<file path="config.mk">
export PLATFORM = sky130hd
export DESIGN_NAME = uart_fractional_baud_divider
export DESIGN_NICKNAME = d
export VERILOG_FILES = /design/src/hdl/ufbd_pkg.sv /design/src/hdl/uart_fractional_baud_divider.sv /design/src/hdl/ufbd_div.sv /design/src/hdl/ufbd_search.sv
export SDC_FILE = /design/constraint.sdc
export NUM_CORES = 2
export LEC_CHECK = 0
export ABC_CLOCK_PERIOD_IN_PS = 16100
export BUFFER_PORTS_ARGS = -buffer_cell sky130_fd_sc_hd__buf_2
export CORE_UTILIZATION = 40
export CTS_BUF_LIST = sky130_fd_sc_hd__clkbuf_4
export CTS_CLUSTER_DIAMETER = 100
export CTS_CLUSTER_SIZE = 10
export DETAILED_ROUTE_END_ITERATION = 7
export GPL_ROUTABILITY_DRIVEN = 1
export HOLD_SLACK_MARGIN = 0.12
export SLEW_MARGIN = 20
export SYNTH_ARGS = -nofsm -noshare
export SYNTH_HDL_FRONTEND = slang
export SYNTH_SLANG_ARGS = --single-unit
export TNS_END_PERCENT = 20
</file>
<file path="constraint.sdc">
create_clock -name clk -period 16.1 [get_ports clk]
set_input_delay 0 -clock clk [delete_from_list [all_inputs] [get_ports clk]]
set_output_delay 0 -clock clk [all_outputs]
set_load 0.01 [all_outputs]
</file>
<file path="src/hdl/ufbd_pkg.sv">
package ufbd_pkg;

	localparam int PCLK_W   = 26;
	localparam int BAUD_W   = 22;
	localparam int DL_W     = 16;
	localparam int NIB_W    = 4;
	localparam int BASE_W   = BAUD_W + 4;
	localparam int NUM10_W  = PCLK_W + 4;
	localparam int DIVR_W   = BASE_W + 5;
	localparam int QEX_W    = 22;
	localparam int CAND_W   = 23;
	localparam int DEN_W    = 27;
	localparam int PROD_W   = BASE_W + CAND_W;
	localparam int CHK_W    = 32;
	localparam int STEP_W   = 6;
	localparam int EST_W    = 4;
	localparam int N_EST    = 10;
	localparam int M_LAST   = 15;
	localparam int DL_MAX   = 65535;

	typedef enum logic [1:0] {
		ST_OK    = 2'd0,
		ST_NOFIT = 2'd1,
		ST_RANGE = 2'd2
	} status_t;

	typedef struct packed {
		logic [PCLK_W-1:0] pclk_hz;
		logic [BAUD_W-1:0] baud_rate;
	} req_t;

	typedef struct packed {
		logic [DL_W-1:0]  divisor_latch;
		logic [NIB_W-1:0] div_add;
		logic [NIB_W-1:0] mul_val;
		status_t          status;
	} res_t;

	typedef struct packed {
		logic              start;
		logic [STEP_W-1:0] steps;
	} div_ctl_t;

	typedef struct packed {
		logic busy;
		logic done;
	} div_sts_t;

	typedef enum logic [3:0] {
		S_IDLE,
		S_EX_GO,
		S_EX_WAIT,
		S_ES_GO,
		S_ES_WAIT,
		S_ES_MUL,
		S_ES_CHK,
		S_FR_GO,
		S_FR_WAIT,
		S_SR_GO,
		S_SR_WAIT,
		S_DONE
	} state_t;

	// fraction estimate in tenths: 1.5 first, then 1.1 .. 1.9
	function automatic logic [4:0] est_tenths(input logic [EST_W-1:0] idx);
		logic [4:0] t;
		if (idx == '0) begin
			t = 5'd15;
		end else begin
			t = 5'd10 + 5'(idx);
		end
		return t;
	endfunction

endpackage

</file>
<file path="src/hdl/uart_fractional_baud_divider.sv">
// Computes UART divider settings from a peripheral clock and a baud rate: a 16-bit divisor
// latch plus a div_add/mul_val fractional pair, with status 0 ok, 1 no fraction in 1.1..1.9,
// 2 divisor zero or above 65535 (also for a zero baud rate). One request at a time; a new
// request is taken while the previous result waits in the output register. All divisions run
// through one shared restoring divider at one quotient bit per cycle. When the clock is an
// exact multiple of 16 x baud one division gives the divisor; otherwise fraction estimates
// are tried in turn (1 to 10), then come the fraction division and the 15-step mul_val
// search.
module uart_fractional_baud_divider #(
	parameter int FRAC_BITS = 16
) (
	input  logic            clk,
	input  logic            arst_n,
	input  logic            req_valid,
	output logic            req_ready,
	input  ufbd_pkg::req_t  req_data,
	output logic            res_valid,
	input  logic            res_ready,
	output ufbd_pkg::res_t  res_data
);
	import ufbd_pkg::*;

	localparam int NW = PCLK_W + FRAC_BITS;

	state_t              state_q;
	state_t              state_nx;

	logic [PCLK_W-1:0]   pclk_q;
	logic [BASE_W-1:0]   base_q;
	logic [EST_W-1:0]    idx_q;
	logic [CAND_W-1:0]   cand_q;
	logic [DEN_W-1:0]    den_q;
	logic [DL_W-1:0]     dl_q;
	logic [NIB_W-1:0]    add_q;
	logic [NIB_W-1:0]    mul_q;
	status_t             st_q;
	res_t                res_q;
	logic                res_valid_q;

	div_ctl_t            div_ctl;
	div_sts_t            div_sts;
	logic [NW-1:0]       div_num;
	logic [DIVR_W-1:0]   div_den;
	logic [NW-1:0]       div_quo;
	logic [DIVR_W-1:0]   div_rem;

	logic                sr_start;
	logic                sr_done;
	logic [3:0]          sr_add;
	logic [3:0]          sr_mul;

	logic                acc;
	logic                out_free;
	logic                est_last;
	logic [NUM10_W-1:0]  pclk10;
	logic [CHK_W-1:0]    chk_num;
	logic [CHK_W-1:0]    chk_lo;
	logic [CHK_W-1:0]    chk_hi;
	logic                fits;
	logic [CAND_W-1:0]   q_cand;
	logic [QEX_W-1:0]    q_ex;
	logic [PROD_W-1:0]   den_w;

	always_comb begin
		acc      = req_valid && req_ready;
		out_free = !res_valid_q || res_ready;
		est_last = (idx_q == EST_W'(N_EST - 1));
		pclk10   = NUM10_W'({pclk_q, 3'b000}) + NUM10_W'({pclk_q, 1'b0});
		chk_num  = CHK_W'(pclk10);
		chk_lo   = (CHK_W'(den_q) << 3) + (CHK_W'(den_q) << 1) + CHK_W'(den_q);
		chk_hi   = (CHK_W'(den_q) << 4) + (CHK_W'(den_q) << 1) + CHK_W'(den_q);
		fits     = (chk_num >= chk_lo) && (chk_num <= chk_hi);
		q_cand   = div_quo[CAND_W-1:0];
		q_ex     = div_quo[QEX_W-1:0];
		den_w    = PROD_W'(base_q) * PROD_W'(cand_q);
	end

	always_comb begin
		state_nx = state_q;
		unique case (state_q)
			S_IDLE: begin
				if (acc) begin
					state_nx = (req_data.baud_rate == '0) ? S_DONE : S_EX_GO;
				end
			end
			S_EX_GO:   state_nx = S_EX_WAIT;
			S_EX_WAIT: begin
				if (div_sts.done) begin
					state_nx = (div_rem == '0) ? S_DONE : S_ES_GO;
				end
			end
			S_ES_GO:   state_nx = S_ES_WAIT;
			S_ES_WAIT: begin
				if (div_sts.done) begin
					if (q_cand != '0) begin
						state_nx = S_ES_MUL;
					end else begin
						state_nx = est_last ? S_DONE : S_ES_GO;
					end
				end
			end
			S_ES_MUL:  state_nx = S_ES_CHK;
			S_ES_CHK: begin
				if (fits) begin
					state_nx = (cand_q > CAND_W'(DL_MAX)) ? S_DONE : S_FR_GO;
				end else begin
					state_nx = est_last ? S_DONE : S_ES_GO;
				end
			end
			S_FR_GO:   state_nx = S_FR_WAIT;
			S_FR_WAIT: begin
				if (div_sts.done) begin
					state_nx = S_SR_GO;
				end
			end
			S_SR_GO:   state_nx = S_SR_WAIT;
			S_SR_WAIT: begin
				if (sr_done) begin
					state_nx = S_DONE;
				end
			end
			S_DONE: begin
				if (out_free) begin
					state_nx = S_IDLE;
				end
			end
			default:   state_nx = S_IDLE;
		endcase
	end

	always_comb begin
		req_ready     = 1'b0;
		sr_start      = 1'b0;
		div_ctl.start = 1'b0;
		div_ctl.steps = STEP_W'(NW);
		div_num       = {pclk_q, {FRAC_BITS{1'b0}}};
		div_den       = DIVR_W'(den_q);
		unique case (state_q)
			S_IDLE:  req_ready = 1'b1;
			S_EX_GO: begin
				div_ctl.start = 1'b1;
				div_ctl.steps = STEP_W'(PCLK_W);
				div_den       = DIVR_W'(base_q);
			end
			S_ES_GO: begin
				div_ctl.start = 1'b1;
				div_ctl.steps = STEP_W'(NUM10_W);
				div_num       = {pclk10, {(NW - NUM10_W){1'b0}}};
				div_den       = DIVR_W'(base_q) * DIVR_W'(est_tenths(idx_q));
			end
			S_FR_GO: div_ctl.start = 1'b1;
			S_SR_GO: sr_start = 1'b1;
			default: begin
			end
		endcase
	end

	always_ff @(posedge clk or negedge arst_n) begin
		if (!arst_n) begin
			state_q <= S_IDLE;
		end else begin
			state_q <= state_nx;
		end
	end

	always_ff @(posedge clk) begin
		unique case (state_q)
			S_IDLE: begin
				if (acc) begin
					pclk_q <= req_data.pclk_hz;
					base_q <= {req_data.baud_rate, 4'b0000};
					idx_q  <= '0;
					dl_q   <= '0;
					add_q  <= '0;
					mul_q  <= NIB_W'(1);
					st_q   <= (req_data.baud_rate == '0) ? ST_RANGE : ST_OK;
				end
			end
			S_EX_WAIT: begin
				if (div_sts.done && div_rem == '0) begin
					if (q_ex == '0 || q_ex > QEX_W'(DL_MAX)) begin
						st_q <= ST_RANGE;
					end else begin
						dl_q <= q_ex[DL_W-1:0];
					end
				end
			end
			S_ES_WAIT: begin
				if (div_sts.done) begin
					cand_q <= q_cand;
					if (q_cand == '0) begin
						idx_q <= idx_q + EST_W'(1);
						if (est_last) begin
							st_q <= ST_NOFIT;
						end
					end
				end
			end
			S_ES_MUL: den_q <= den_w[DEN_W-1:0];
			S_ES_CHK: begin
				if (fits) begin
					if (cand_q > CAND_W'(DL_MAX)) begin
						st_q <= ST_RANGE;
					end else begin
						dl_q <= cand_q[DL_W-1:0];
					end
				end else begin
					idx_q <= idx_q + EST_W'(1);
					if (est_last) begin
						st_q <= ST_NOFIT;
					end
				end
			end
			S_SR_WAIT: begin
				if (sr_done) begin
					add_q <= sr_add;
					mul_q <= sr_mul;
				end
			end
			default: begin
			end
		endcase
	end

	always_ff @(posedge clk or negedge arst_n) begin
		if (!arst_n) begin
			res_valid_q <= 1'b0;
		end else if (state_q == S_DONE && out_free) begin
			res_valid_q <= 1'b1;
		end else if (res_ready) begin
			res_valid_q <= 1'b0;
		end
	end

	always_ff @(posedge clk) begin
		if (state_q == S_DONE && out_free) begin
			res_q.divisor_latch <= dl_q;
			res_q.div_add       <= add_q;
			res_q.mul_val       <= mul_q;
			res_q.status        <= st_q;
		end
	end

	ufbd_div #(
		.NW (NW),
		.DW (DIVR_W)
	) u_div (
		.clk    (clk),
		.arst_n (arst_n),
		.ctl    (div_ctl),
		.num    (div_num),
		.den    (div_den),
		.sts    (div_sts),
		.quo    (div_quo),
		.rem    (div_rem)
	);

	ufbd_search #(
		.FRAC_BITS (FRAC_BITS)
	) u_search (
		.clk    (clk),
		.arst_n (arst_n),
		.start  (sr_start),
		.f      (div_quo[FRAC_BITS-1:0]),
		.done   (sr_done),
		.add    (sr_add),
		.mul    (sr_mul)
	);

	assign res_valid = res_valid_q;
	assign res_data  = res_q;

	a_fault_clean: assert property (@(posedge clk) disable iff (!arst_n)
		(res_valid_q && res_q.status != ST_OK) |->
		(res_q.divisor_latch == '0 && res_q.div_add == '0 && res_q.mul_val == NIB_W'(1)))
		else $error("faulted result carries nonzero settings");

	a_ok_nonzero: assert property (@(posedge clk) disable iff (!arst_n)
		(res_valid_q && res_q.status == ST_OK) |->
		(res_q.divisor_latch != '0 && res_q.mul_val != '0))
		else $error("ok result with zero divisor or multiplier");

	a_frac_dl: assert property (@(posedge clk) disable iff (!arst_n)
		(state_q == S_FR_GO) |-> (dl_q != '0 && st_q == ST_OK))
		else $error("fraction division started without a divisor");

endmodule

</file>
<file path="src/hdl/ufbd_div.sv">
module ufbd_div #(
	parameter int NW = 42,
	parameter int DW = 31
) (
	input  logic               clk,
	input  logic               arst_n,
	input  ufbd_pkg::div_ctl_t ctl,
	input  logic [NW-1:0]      num,
	input  logic [DW-1:0]      den,
	output ufbd_pkg::div_sts_t sts,
	output logic [NW-1:0]      quo,
	output logic [DW-1:0]      rem
);
	import ufbd_pkg::*;

	logic              busy_q;
	logic              done_q;
	logic [STEP_W-1:0] cnt_q;
	logic [NW-1:0]     num_q;
	logic [NW-1:0]     quo_q;
	logic [DW-1:0]     rem_q;
	logic [DW-1:0]     den_q;

	logic [DW:0]       r2;
	logic [DW:0]       diff;
	logic              ge;
	logic [DW-1:0]     rem_nx;

	// restoring division, one quotient bit per cycle
	always_comb begin
		r2     = {rem_q, num_q[NW-1]};
		diff   = r2 - {1'b0, den_q};
		ge     = (r2 >= {1'b0, den_q});
		rem_nx = ge ? diff[DW-1:0] : r2[DW-1:0];
	end

	always_ff @(posedge clk or negedge arst_n) begin
		if (!arst_n) begin
			busy_q <= 1'b0;
			done_q <= 1'b0;
			cnt_q  <= '0;
		end else if (ctl.start) begin
			busy_q <= 1'b1;
			done_q <= 1'b0;
			cnt_q  <= ctl.steps;
		end else if (busy_q) begin
			cnt_q <= cnt_q - STEP_W'(1);
			if (cnt_q == STEP_W'(1)) begin
				busy_q <= 1'b0;
				done_q <= 1'b1;
			end
		end else begin
			done_q <= 1'b0;
		end
	end

	always_ff @(posedge clk) begin
		if (ctl.start) begin
			num_q <= num;
			den_q <= den;
			rem_q <= '0;
			quo_q <= '0;
		end else if (busy_q) begin
			num_q <= {num_q[NW-2:0], 1'b0};
			rem_q <= rem_nx;
			quo_q <= {quo_q[NW-2:0], ge};
		end
	end

	assign sts.busy = busy_q;
	assign sts.done = done_q;
	assign quo      = quo_q;
	assign rem      = rem_q;

	a_cnt_live: assert property (@(posedge clk) disable iff (!arst_n)
		!(busy_q && cnt_q == '0))
		else $error("divider busy with no steps left");

	a_done_idle: assert property (@(posedge clk) disable iff (!arst_n)
		done_q |-> !busy_q)
		else $error("divider done while still busy");

endmodule

</file>
<file path="src/hdl/ufbd_search.sv">
module ufbd_search #(
	parameter int FRAC_BITS = 16
) (
	input  logic                 clk,
	input  logic                 arst_n,
	input  logic                 start,
	input  logic [FRAC_BITS-1:0] f,
	output logic                 done,
	output logic [3:0]           add,
	output logic [3:0]           mul
);
	import ufbd_pkg::*;

	localparam int PW = FRAC_BITS + 4;

	logic                 busy_q;
	logic                 done_q;
	logic [3:0]           m_q;
	logic [3:0]           best_add_q;
	logic [3:0]           best_mul_q;
	logic [PW-1:0]        p_q;
	logic [FRAC_BITS-1:0] f_q;
	logic [FRAC_BITS-1:0] eb_q;

	logic [4:0]           add_w;
	logic [3:0]           cand_add;
	logic [PW-1:0]        tgt;
	logic [PW-1:0]        e_full;
	logic [FRAC_BITS-1:0] e_new;
	logic [PW-1:0]        lhs;
	logic [PW-1:0]        rhs;
	logic                 better;

	// p_q = f * m; errors compared cross-multiplied, each error times the other's denominator
	always_comb begin
		add_w    = {1'b0, p_q[PW-1:FRAC_BITS]} + 5'(p_q[FRAC_BITS-1]);
		cand_add = add_w[3:0];
		tgt      = {cand_add, {FRAC_BITS{1'b0}}};
		e_full   = (p_q >= tgt) ? (p_q - tgt) : (tgt - p_q);
		e_new    = e_full[FRAC_BITS-1:0];
		lhs      = PW'(e_new) * PW'(best_mul_q);
		rhs      = PW'(eb_q) * PW'(m_q);
		better   = (lhs < rhs);
	end

	always_ff @(posedge clk or negedge arst_n) begin
		if (!arst_n) begin
			busy_q     <= 1'b0;
			done_q     <= 1'b0;
			m_q        <= 4'd1;
			best_add_q <= '0;
			best_mul_q <= 4'd1;
		end else if (start) begin
			busy_q     <= 1'b1;
			done_q     <= 1'b0;
			m_q        <= 4'd1;
			best_add_q <= '0;
			best_mul_q <= 4'd1;
		end else if (busy_q) begin
			if (better) begin
				best_add_q <= cand_add;
				best_mul_q <= m_q;
			end
			m_q <= m_q + 4'd1;
			if (m_q == 4'(M_LAST)) begin
				busy_q <= 1'b0;
				done_q <= 1'b1;
			end
		end else begin
			done_q <= 1'b0;
		end
	end

	always_ff @(posedge clk) begin
		if (start) begin
			f_q  <= f;
			p_q  <= PW'(f);
			eb_q <= f;
		end else if (busy_q) begin
			p_q <= p_q + PW'(f_q);
			if (better) begin
				eb_q <= e_new;
			end
		end
	end

	assign done = done_q;
	assign add  = best_add_q;
	assign mul  = best_mul_q;

endmodule
</file>
-- Word-level counts from Yosys, hierarchy flattened
Cells that the tools add are included.
- register bits: 356
- bits of input ports: 52
- output and inout port bits: 28
- word-level logic and storage cells: 197
- add/sub/neg operators: 14
- multipliers: 4
- $lt $le $gt $ge: 7
- equal/unequal tests: 30
- multiplexer cells: 80
- reduce and logical (&&, ||, !) cells: 31
- operators by type and width (cell ; number):
    16-bit 2-to-1 mux ; 11
    42-bit 2-to-1 mux ; 3
    4-bit 2-to-1 mux ; 27
    31-bit case mux with 2 select lines ; 1
    16-bit case mux with 3 select lines ; 1
    4-bit case mux with 12 select lines ; 1
    22-bit logical NOT ; 2
    16-bit by 4-bit multiplier with 20-bit output ; 2
    31-bit by 27-bit adder with 32-bit output ; 1
    31-bit by 28-bit adder with 32-bit output ; 1
    32-bit by 27-bit adder with 32-bit output ; 1
    30-bit by 32-bit >= comparator with 1-bit output ; 1
    32-bit by 31-bit >= comparator with 1-bit output ; 1
    30-bit by 32-bit <= comparator with 1-bit output ; 1
    30-bit by 28-bit adder with 31-bit output ; 1
    31-bit logical NOT ; 1
    31-bit 2-to-1 mux ; 1
    31-bit subtractor ; 1
    29-bit by 27-bit adder with 30-bit output ; 1
    22-bit by 5-bit multiplier with 27-bit output ; 1
    4-bit == test (second input constant) ; 6
    23-bit by 16-bit greater-than comparator with 1-bit output (second input constant) ; 1
    23-bit logical NOT ; 1
    22-bit by 23-bit multiplier with 23-bit output ; 1
    other kinds (39) ; 97

-- Logic depth before layout (Yosys ltp)
- word-level depth: 8
- depth in mapped cells: 35

-- By module
From an unflattened synthesis, not the netlist that was laid out.
- cells, all modules: 4128
- area total of the unflattened synthesis: 38801.0 um2
- by module, submodules not included (module ; times used ; cells each ; area an instance (um2)):
    uart_fractional_baud_divider ; 1 ; 2389 ; 22663.0
    ufbd_search ; 1 ; 948 ; 8207.9
    ufbd_div ; 1 ; 791 ; 7930.1

-- Worst setup path after synthesis
OpenSTA, ideal clock, no wires.
- kind: reg2reg
- start: register u_search.p_q[0]
- end: register u_search.eb_q[0] (enable)
- library setup time: 0.411 ns
- data arrival time: 8.517 ns
- slack: 7.172 ns
- stages on the path, launching flop included: 32
- buffers on the path: 1
- path through: edfxtp_1 inv_1 ha_1 or3b_2 or4_4 nor4b_2 o22ai_1 o211ai_2 a22oi_2 buf_6 o31ai_1 xor2_1 nor2b_1 fa_1 inv_1 fa_1 inv_1 ha_1 nor2b_1 o21ai_0 a21boi_0 o21ai_0 a21boi_0 o21ai_0 a21oi_1 a2111oi_0 nor2_1 xnor2_1 ha_1 a2111o_1 o41a_1 o21ai_0
- cells in the longest elaborated chain, start to end: 6
- elaborated cells on any way between the ends: 8
- RTL lines (what ; line ; RTL):
    start: declaration ; ufbd_search.sv:21 ; logic [PW-1:0] p_q;
    start signal: assignment ; ufbd_search.sv:77 ; p_q <= PW'(f);
    start signal: assignment ; ufbd_search.sv:80 ; p_q <= p_q + PW'(f_q);
    1-bit by 16-bit subtractor with 16-bit output (tied with other cells) ; ufbd_search.sv:39 ; e_full = (p_q >= tgt) ? (p_q - tgt) : (tgt - p_q);
    16-bit 2-to-1 mux * ; ufbd_search.sv:39 ;
    16-bit by 4-bit multiplier with 20-bit output * ; ufbd_search.sv:41 ; lhs = PW'(e_new) * PW'(best_mul_q);
    20-bit < comparator * ; ufbd_search.sv:43 ; better = (lhs < rhs);
    2-bit nonzero test (no source line) * ; -- ;
    2-bit AND reduction (no source line) * ; -- ;
    end signal: assignment ; ufbd_search.sv:82 ; eb_q <= e_new;
    end: declaration ; ufbd_search.sv:23 ; logic [FRAC_BITS-1:0] eb_q;
Mark *: on every way between the ends. The rest lies on a longest branch, timed or not.
A chain may end at the register's enable or synchronous reset.

-- Worst setup path in the final report
- start: register u_search.p_q[0]
- end: register u_search.eb_q[2] (enable)
The elaborated chain is that of the path after synthesis.

==> summary.md <==
| Metric | Value |
|---|---|
| Int Pwr | `between 1 and 1.5 mW` |
| Setup TNS Final | `0 ps` |
| Core Region | `~89000 um2` |
| Die span in y | `a little over 300 um` |
| DIE AREA | `91240 um2` |
| Switching Fraction | `0.2272` |
| Worst-skew pair later-pin latency | `~870 ps` |
| EDFF count, synth | `~250` |
| Synth Flop Type | `edfxtp_1` |
| CTS tree | `done` |
| Synth cell types | `between 70 and 80` |
| Combinational Power Share | `0.020` |
| Total gr overflow | `0` |
| VDD IR max | `between 0.05 and 0.06 mV` |
| Violated checks | `design-rule violations` |
| GRT Util Overall | `0.2096` |
| Fmax | `110.3 MHz` |
| RePlAce Congestion | `about 0.87` |
| Pleak | `approximately 18 nW` |
| Cells resized by post-CTS repair | `0` |
| Endpoints failing hold | `0` |
| TritonCTS Buffers | `between 40 and 50` |
| CP required | `between 15000 and 20000 ps` |
| WP data arrival | `~9600 ps` |
| H-tree lvl count | `2` |
| Iteration-0 DRC Markers | `1698` |
| CTS root buf | `clkbuf_4` |
| Final Util | `0.4435` |
| Final WS setup | `~7000 ps` |
| Max stage delay on crit path | `670 ps` |
| Ratio of cells with drive above 1 in the final layout | `0.06064` |
| I/O pins | `80` |
| Detailed Routing Iterations Pass 1 | `8` |
| Hold Path Class | `in -> async` |
| Max Cap Viol | `0` |
| Largest net degree at the start of global routing | `between 60 and 70` |
| Slowest cell on the critical path | `a2111oi_0` |
| Least-Margin Pin Slew | `roughly 1100 ps` |
| Avg WL per Cell | `between 15 and 20 um` |
| Die width | `between 300 and 400 um` |
| Row cnt | `about 110` |
| Status | `complete, but fails checks` |
| Endpoints failing setup | `0` |
| Clock power frac | `0.369` |
| Fill count | `~8600` |
| RSZ-0062 raised after global routing | `false` |
| Mapped Nets | `approximately 4600` |
| Setup bufs post-CTS | `0` |
| Vias in the first global route | `between 20000 and 30000` |
| Placed inst area | `between 30000 and 40000 um2` |
| Initial Util | `0.4056` |
| Mapped Area | `36010 um2` |
| Hold_ws | `around 200 ps` |
| # DRC | `4` |
| Gate Count Post-Synth | `a little under 4000` |
| Clk_skew | `slightly below 60 ps` |
| Initial antenna violation count | `4` |
| Buf/Inv on CP | `4` |
| First-pass GRT wire length | `~150000 um` |
| Crit Path Class | `reg -> reg` |
| Setup WS pre-CTS | `7036 ps` |
| Startpoint types | `flip-flop` |
| Syn avg cell area | `between 9 and 10 um2` |
| Share of the yosys chip area belonging to registers | `0.2629` |
| CP Max Fanout | `16` |
| Pins Over Slew Limit | `0` |
| Worst-path clk slew | `140 ps` |
| Hold buffer count at cts | `about 100` |
| Antenna Nets Post-Route | `0` |
| Clk buf depth | `3` |
| Worst slew margin | `0.2684` |
| Period utilization | `0.5633` |
| Post-DP HPWL | `approximately 69000 um` |
| Synthesis-to-finish area growth | `9.342%` |
| Asr flop ratio synth | `0.07965` |
| #FFs+latches synth | `339` |
| Vias | `approximately 28000` |
| Top Family by Delay on Critical Path | `compound AO/OA/AOI/OAI gates` |
| Final instance area | `39380 um2` |
| TritonCTS Sinks | `roughly 340` |
| Number of vias per cell | `5.341` |
| Syn. warnings | `0` |
| Register share of total power | `0.610` |
| Cell Pwr Density | `about 39 nW/um2` |
| Final Critical Period | `9068 ps` |
| Setup crit end kind | `flip-flop` |
| Final #Nets | `4734` |
| WL final | `94400 um` |
| # port buffers | `79` |
| NetSw | `0.3456 mW` |
-- metal layers --
metal,global-route usage,vias up,wire [um],part of all wire
met1,0.3062,13580,45360,0.48
met4,0.05820,0,2314,0.025
met2,0.3271,672,42140,0.45
met3,0.02420,120,4584,0.049
li1,-,13270,-,-
met5,0,-,0,0
-- final timing paths --
check	startpoint	endpoint	slack, ps	depth (start not counted)
max	u_search.p_q[0]	u_search.eb_q[2]	7030	32
min	arst_n	u_search.busy_q	200	4
max reg2reg	u_search.p_q[0]	u_search.eb_q[2]	7030	32
min reg2reg	dl_q[15]	res_data[25]	430	0
max in group asynchronous	arst_n	u_search.mul[0]	15660	4
min in group clk	req_data[0]	base_q[4]	370	3
-- cells by family (layout without fill, tap and decap cells) --
logic type	after synthesis	in the layout	synth area share
DFF	339	339	0.2629
AOI/OAI and AO/OA	699	699	0.1251
adders and majority gates	708	708	0.3196
other	0	4	0
and+or+nand+nor	1227	1227	0.1621
buffers and inverters	604	765	0.06327
xor gates and xnor gates	222	222	0.05399
muxes	47	47	0.01317
-- Yosys cell counts, types with 9 or more instances --
cell type  instances  share of area
o21ai_0          142          0.020
nand4_1           17         0.0030
o31ai_1           21         0.0044
clkbuf_1         128          0.013
nand3_1           53         0.0074
buf_1              9        0.00094
nor4_1            29         0.0050
fa_1             353           0.20
nand2b_1          53         0.0092
or4_1              9         0.0019
dfxtp_1           58          0.032
xor2_1            91          0.022
o211ai_1           9         0.0019
nor2_1           205          0.021
a21o_1            76          0.016
or3_1             21         0.0036
nor3_1            54         0.0075
and2_1           114          0.020
o21a_1            30         0.0063
o21bai_1          16         0.0033
or2_2             12         0.0021
a211oi_1          25         0.0052
dfrtp_1           25          0.017
and3_1            18         0.0031
edfxtp_1         254           0.21
a22oi_1           39         0.0081
mux2i_1           44          0.012
inv_1            462          0.048
ha_1             355           0.12
xnor2_1          131          0.032
a31oi_1           17         0.0030
nand2_1          508          0.053
nor2b_1          109          0.019
a22o_1            25         0.0061
a21oi_1          212          0.029
-- worst register-to-register path: cells and delay by family (launching register included) --
kind            cells  cell delay [ps]
compound gates     12             3270
xor+xnor            2              500
fa+ha+maj           5             1830
buf+inv             4              450
flops               1              530
simple gates        9             2160
-- power groups by stage --
stage | Sequential, mW | Combinational (mW) | Clock [mW]
2_1_floorplan | 0.948 | 0.000252 | 0
3_3_place_gp | 0.948 | 0.00982 | 0
3_5_place_dp | 0.948 | 0.00998 | 0
4_1_cts | 0.928 | 0.0298 | 0.589
5_1_grt | 0.929 | 0.0331 | 0.613
6_report | 0.928 | 0.0307 | 0.562
-- per-stage QoR --
stage / std cells / power [mW]
final: 5176 / 1.521
after global routing: 5175 / 1.575
after CTS: 5171 / 1.547
after detailed placement: 4992 / 0.9580
after global placement: 4992 / 0.9578
after floorplan: 3846 / 0.9483
-- cell usage in the layout (no fill, tap or decap), types with 58 or more instances in the layout --
cell type | Yosys | routed
nand2_1 | 508 | 508
inv_1 | 462 | 462
ha_1 | 355 | 355
fa_1 | 353 | 353
edfxtp_1 | 254 | 254
a21oi_1 | 212 | 212
nor2_1 | 205 | 201
o21ai_0 | 142 | 141
xnor2_1 | 131 | 131
and2_1 | 114 | 113
nor2b_1 | 109 | 109
dlygate4sd3_1 | 0 | 102
xor2_1 | 91 | 91
buf_2 | 3 | 79
a21o_1 | 76 | 76
clkbuf_4 | 0 | 69
dfxtp_1 | 58 | 58
-- area by class of cell --
cell class              instances  area [um2]  area share
diodes                          4       10.01   0.0002542
clock buffers                  69       518.0     0.01315
clock inverters                 7       90.09    0.002288
inverters                     463        1738     0.04413
multi-input cells            2903       24320      0.6176
flip-flops and latches        339        9470      0.2405
well taps                    1165        1458     0.03702
repair buffers                226        1774     0.04506
-- flip-flops by register name, indices dropped and copies added, names as in the netlist, 23 cells and up --
| signal | flops |
|---|---|
| u_div.den_q | 27 |
| cand_q | 23 |
| u_div.rem | 31 |
| res_data | 26 |
| u_div.num_q | 29 |
| den_q | 23 |
| pclk_q | 26 |
| u_div.quo | 23 |
(Power assumes the default switching activity.)
